## src/rtl/mbe_pkg.sv

```systemverilog
`default_nettype none

package mbe_pkg;

  localparam int unsigned FracBits = 28;
  localparam int unsigned CountW   = 9;
  localparam logic [CountW-1:0] NotEscaped = 9'd256;

  typedef enum logic [2:0] {
    CfgOriginReal   = 3'd0,
    CfgOriginImag   = 3'd1,
    CfgStepReal     = 3'd2,
    CfgStepImag     = 3'd3,
    CfgEscapeRadius = 3'd4,
    CfgMaxIter      = 3'd5
  } cfg_reg_e;

  typedef struct packed {
    logic signed [31:0] c_re;
    logic signed [31:0] c_im;
  } point_t;

  typedef struct packed {
    logic [3:0]        radius_sq;
    logic [CountW-1:0] limit;
  } iter_cfg_t;

  // clamp to the signed Q4.28 range
  function automatic logic signed [31:0] sat_q428(input logic signed [43:0] v);
    logic signed [31:0] r;
    if (v > 44'sd2147483647) begin
      r = 32'sh7FFF_FFFF;
    end else if (v < -44'sd2147483648) begin
      r = 32'sh8000_0000;
    end else begin
      r = $signed(v[31:0]);
    end
    return r;
  endfunction

endpackage

`default_nettype wire

```

## src/rtl/mbe_coord.sv

```systemverilog
`default_nettype none

module mbe_coord import mbe_pkg::*; #(
  parameter int unsigned IMAGE_WIDTH  = 4096,
  parameter int unsigned IMAGE_HEIGHT = 4096
) (
  input  logic               clk_i,
  input  logic               rst_ni,
  input  logic signed [31:0] origin_real_i,
  input  logic signed [31:0] origin_imag_i,
  input  logic [28:0]        step_real_i,
  input  logic [28:0]        step_imag_i,
  input  logic               pixel_valid_i,
  output logic               pixel_ready_o,
  input  logic [11:0]        pixel_x_i,
  input  logic [11:0]        pixel_y_i,
  output logic               point_valid_o,
  input  logic               point_ready_i,
  output point_t             point_o
);

  localparam logic [31:0] LastCol = 32'(IMAGE_WIDTH - 1);
  localparam logic [31:0] LastRow = 32'(IMAGE_HEIGHT - 1);

  logic [11:0]        px, py;
  logic               a_v_q, b_v_q;
  logic               a_ready, b_ready;
  logic [40:0]        prod_re_q, prod_im_q;
  logic signed [43:0] sum_re, sum_im;
  point_t             point_q;

  // indices past the image edge stick to the last column or row
  assign px = (32'(pixel_x_i) >= 32'(IMAGE_WIDTH))  ? LastCol[11:0] : pixel_x_i;
  assign py = (32'(pixel_y_i) >= 32'(IMAGE_HEIGHT)) ? LastRow[11:0] : pixel_y_i;

  assign b_ready       = !b_v_q || point_ready_i;
  assign a_ready       = !a_v_q || b_ready;
  assign pixel_ready_o = a_ready;

  always_ff @(posedge clk_i or negedge rst_ni) begin
    if (!rst_ni) begin
      a_v_q <= 1'b0;
      b_v_q <= 1'b0;
    end else begin
      if (a_ready) a_v_q <= pixel_valid_i;
      if (b_ready) b_v_q <= a_v_q;
    end
  end

  always_ff @(posedge clk_i) begin
    if (a_ready && pixel_valid_i) begin
      prod_re_q <= 41'(px) * 41'(step_real_i);
      prod_im_q <= 41'(py) * 41'(step_imag_i);
    end
  end

  assign sum_re = 44'(origin_real_i) + $signed({3'b000, prod_re_q});
  assign sum_im = 44'(origin_imag_i) + $signed({3'b000, prod_im_q});

  always_ff @(posedge clk_i) begin
    if (b_ready && a_v_q) begin
      point_q.c_re <= sat_q428(sum_re);
      point_q.c_im <= sat_q428(sum_im);
    end
  end

  assign point_valid_o = b_v_q;
  assign point_o       = point_q;

endmodule

`default_nettype wire

```

## config.mk

```make
export PLATFORM = sky130hd
export DESIGN_NAME = mbe_coord
export DESIGN_NICKNAME = d
export VERILOG_FILES = /design/src/rtl/mbe_pkg.sv /design/src/rtl/mbe_coord.sv
export SDC_FILE = /design/constraint.sdc
export NUM_CORES = 2
export LEC_CHECK = 0
export ABC_AREA = 1
export CAP_MARGIN = 15
export CORE_UTILIZATION = 55
export CTS_CLUSTER_DIAMETER = 120
export DETAILED_ROUTE_END_ITERATION = 7
export DONT_BUFFER_PORTS = 1
export GPL_TIMING_DRIVEN = 0
export MAX_ROUTING_LAYER = met4
export PLACE_DENSITY = 0.7
export REMOVE_ABC_BUFFERS = 1
export SETUP_SLACK_MARGIN = 0.5
export SLEW_MARGIN = 15
export SYNTH_ARGS = -nofsm -noshare
export SYNTH_HDL_FRONTEND = slang
export SYNTH_SLANG_ARGS = --single-unit
```

## constraint.sdc

```tcl
create_clock -name clk_i -period 10 [get_ports clk_i]
set_input_delay 0 -clock clk_i [delete_from_list [all_inputs] [get_ports clk_i]]
set_output_delay 0 -clock clk_i [all_outputs]
set_load 0.01 [all_outputs]
```

==> results.cfg <==
[routing]
avgRoutedWirePerCell_um = 15.9
vias = 27100
postRouteAntennaNets = 0
drt_first_pass_iters = 5
vias_per_cell = 5.13
totalWireLength_um = 84000
initialDrtViolationCount = 1922
drc = 0

[setup_path]
worstPathArrival_ps = 4720
required_ps = 10180
cp-end-kind = flip-flop
worstSetupStartpointType = input port
crit_type = input port to flip-flop
critical-path-top-delay-family = adder cells
cpMaxStageDelayCell = fa_1
reg2reg_depth = 18
slowest_delay_ps = 530
crit_chain = nand2_1 -> inv_1 -> fa_1 -> inv_1 -> fa_1 -> inv_1 -> fa_1 -> fa_1 -> inv_1 -> fa_1 -> inv_1 -> ha_1 -> a21oi_1 -> o21ai_0 -> a21oi_1 -> o21ai_0 -> a21oi_1 -> o21bai_1 -> nand3_1 -> nand2_1 -> xor2_1
crit_fanout = 29
critical_path_depth = 21
path_buf_inv = 5

[sta]
fin_skew_ps = 8.68
setup-violations-final = 0
worstMarginPinSlew_ps = 586
slew_headroom_pct = 60.8
hold_ws_ps = 25.8
finalCritPeriodShare_pct = 45.4
rsz0062_at_grt = no
fin_tns_setup_ps = 0
fin_crit_ps = 4540
hold_viol = 0
slew_viol_final = 0
fmax_mhz = 220

[clock_network]
clkTransAtPathRegs_ps = 60
clock_latency_ps = 440
cts_root_buf = clkbuf_16
numCtsBuffers = 17
cts.sinks = 148
cts_tree = yes
post_cts_buffers = 0
clockBufferDepth = 2
post_cts_resized = 0
cts_hold_buf = 21
cts_max_level = 4

[global_route]
grt_overflow_total = 0
grt_first_pass_wirelength_um = 141000
antenna_found_initial = 2
met1_usage_pct = 43.0
grt_pass1_vias = 27500
busiest_layer = met2
grt_max_degree = 43
gr-usage-met2_pct = 43.2
grt.met3_usage_pct = 3.79
grt_usage_pct = 29.1

[synthesis]
netlist_area_um2 = 33600
yosysUniqueCellTypes = 43
synth_edf_count = 146
ys.flop_type = edfxtp_1
yosysSeqAreaShare_pct = 13.2
postSynthCellCount = 4581
synth.avg_cell_area_um2 = 7.34
synth_most_common_cell = nand2_1
yosys_warnings = 0
ys_ff_latch = 148
yosys.area.top_type = fa_1
synth_common_cells = nand2_1 (1532), inv_1 (1145), fa_1 (542)
yosys.area.top_type_share_pct = 32.3
async_flop_share_pct = 1.35
netlist_top_cells_area = fa_1 (32%), nand2_1 (17%), edfxtp_1 (13%)

[cells_and_area]
stdcell_count = 5278
area_growth_pct = 3.65
fillers = 5747
nets = 5416
drive_gt1_share_pct = 1.78

[place]
dp_cells = 5224
hpwl_um = 69800
port_buffers = 0
place_congestion = 0.981

[power_and_ir_drop]
p_clk_share_pct = 4.7
internal_power_mw = 5.68
seqPwrFrac_pct = 12.1
switching_power_mw = 7.25
swShare_pct = 56.1
static-leakage-power_nw = 19.5
p_per_area_nw_per_um2 = 371
irDropWorstVdd_mv = 0.296
pwr-share-comb_pct = 83.2

[floorplan]
chipHeight_um = 249
initial_core_util_pct = 55.7
core_area_um2 = 60400
dieArea_um2 = 62100
ioPinCount = 216
rows = 90
die_w_um = 249

[min_path]
hold_depth = 4
min_path_type = input port to flip-flop

[status]
status = finished, final reports clean

[run]
max_cap_viol_count = 0
[layer usage]
| metal | wire length, um | share of wire [%] |
|---|---|---|
| met1 | 41000 | 49 |
| met2 | 36300 | 43 |
| met3 | 5770 | 6.9 |
| met4 | 981 | 1.2 |
| met5 | 0 | 0 |
[cell families (layout without fill, tap and decap cells)]
group,Yosys count,after routing,synth area share (%)
DFF,148,148,13.2
adders and majority gates,784,784,41.3
AOI/OAI and AO/OA,302,302,4.95
other,0,2,0
and+or+nand+nor,1924,1924,22.5
xor gates and xnor gates,132,132,3.44
buffers and inverters,1291,1204,14.6
[tightest hold or removal path, stage by stage]
cell,delay (ps)
nand2_1,40
inv_1,50
ha_1,140
ha_1,130
[cell type report]
class / instances / area (um^2) / share of cell area, %
antenna: 2 / 5.00 / 0.0144
clock buffer: 17 / 425 / 1.22
clock inverter: 14 / 140 / 0.402
inverter: 1149 / 4320 / 12.4
multi-input combinational: 3142 / 24300 / 69.7
sequential: 148 / 4430 / 12.7
tap: 782 / 978 / 2.81
timing repair buffer: 24 / 278 / 0.797
[placed cells by master (no fill, tap or decap), drive strengths merged, types with 3 or more instances in the layout]
master and n:
fa 542, o211ai 4, clkinvlp 4, dlygate4sd3 21
and3 4, nand3 91, a21oi 164, buf 3
or2 3, nor4 3, nor3 5, o21ai 69
edfxtp 146, o221ai 6, nand4 14, a31oi 22
clkinv 10, nand2 1540, xnor2 46, ha 242
o21bai 18, a21o 4, xor2 86, inv 1147
nor2 256, clkbuf 17, o21a 12
[final timing paths]
check                                from  slack (ps)             to
setup / recovery             pixel_x_i[6]        5460  prod_re_q[36]
hold / removal             step_real_i[0]          30   prod_re_q[3]
setup reg to reg             prod_im_q[0]        6740     point_o[0]
hold reg to reg                     a_v_q         540  point_valid_o
max in group asynchronous          rst_ni        9540  point_valid_o
min in group asynchronous          rst_ni         340          a_v_q
[power by group through the flow]
stage | Clock, mW | Combinational, mW | Sequential, mW
floorplan | 0 | 7.91 | 1.51
global placement | 0 | 10.5 | 1.58
detailed placement | 0 | 10.6 | 1.57
CTS | 0.622 | 10.6 | 1.56
global route | 0.644 | 12.2 | 1.58
finish | 0.609 | 10.8 | 1.56
[registers in the layout, summed over array words and instances, names as in the netlist]
signal / cells
point_valid_o: 1
point_o: 64
prod_im_q: 41
a_v_q: 1
prod_re_q: 41
[through the flow]
stage	power [mW]	utilization, %	setup WS (ps)	instance area (um^2)
after CTS	12.8	57.7	5500	34800
after global placement	12.1	56.3	4890	34000
final	12.9	57.7	5460	34900
after floorplan	9.42	-	5530	33000
after global routing	14.5	57.7	5210	34900
after detailed placement	12.2	56.4	5040	34100
No activity file was read; power rests on OpenSTA's default activity.
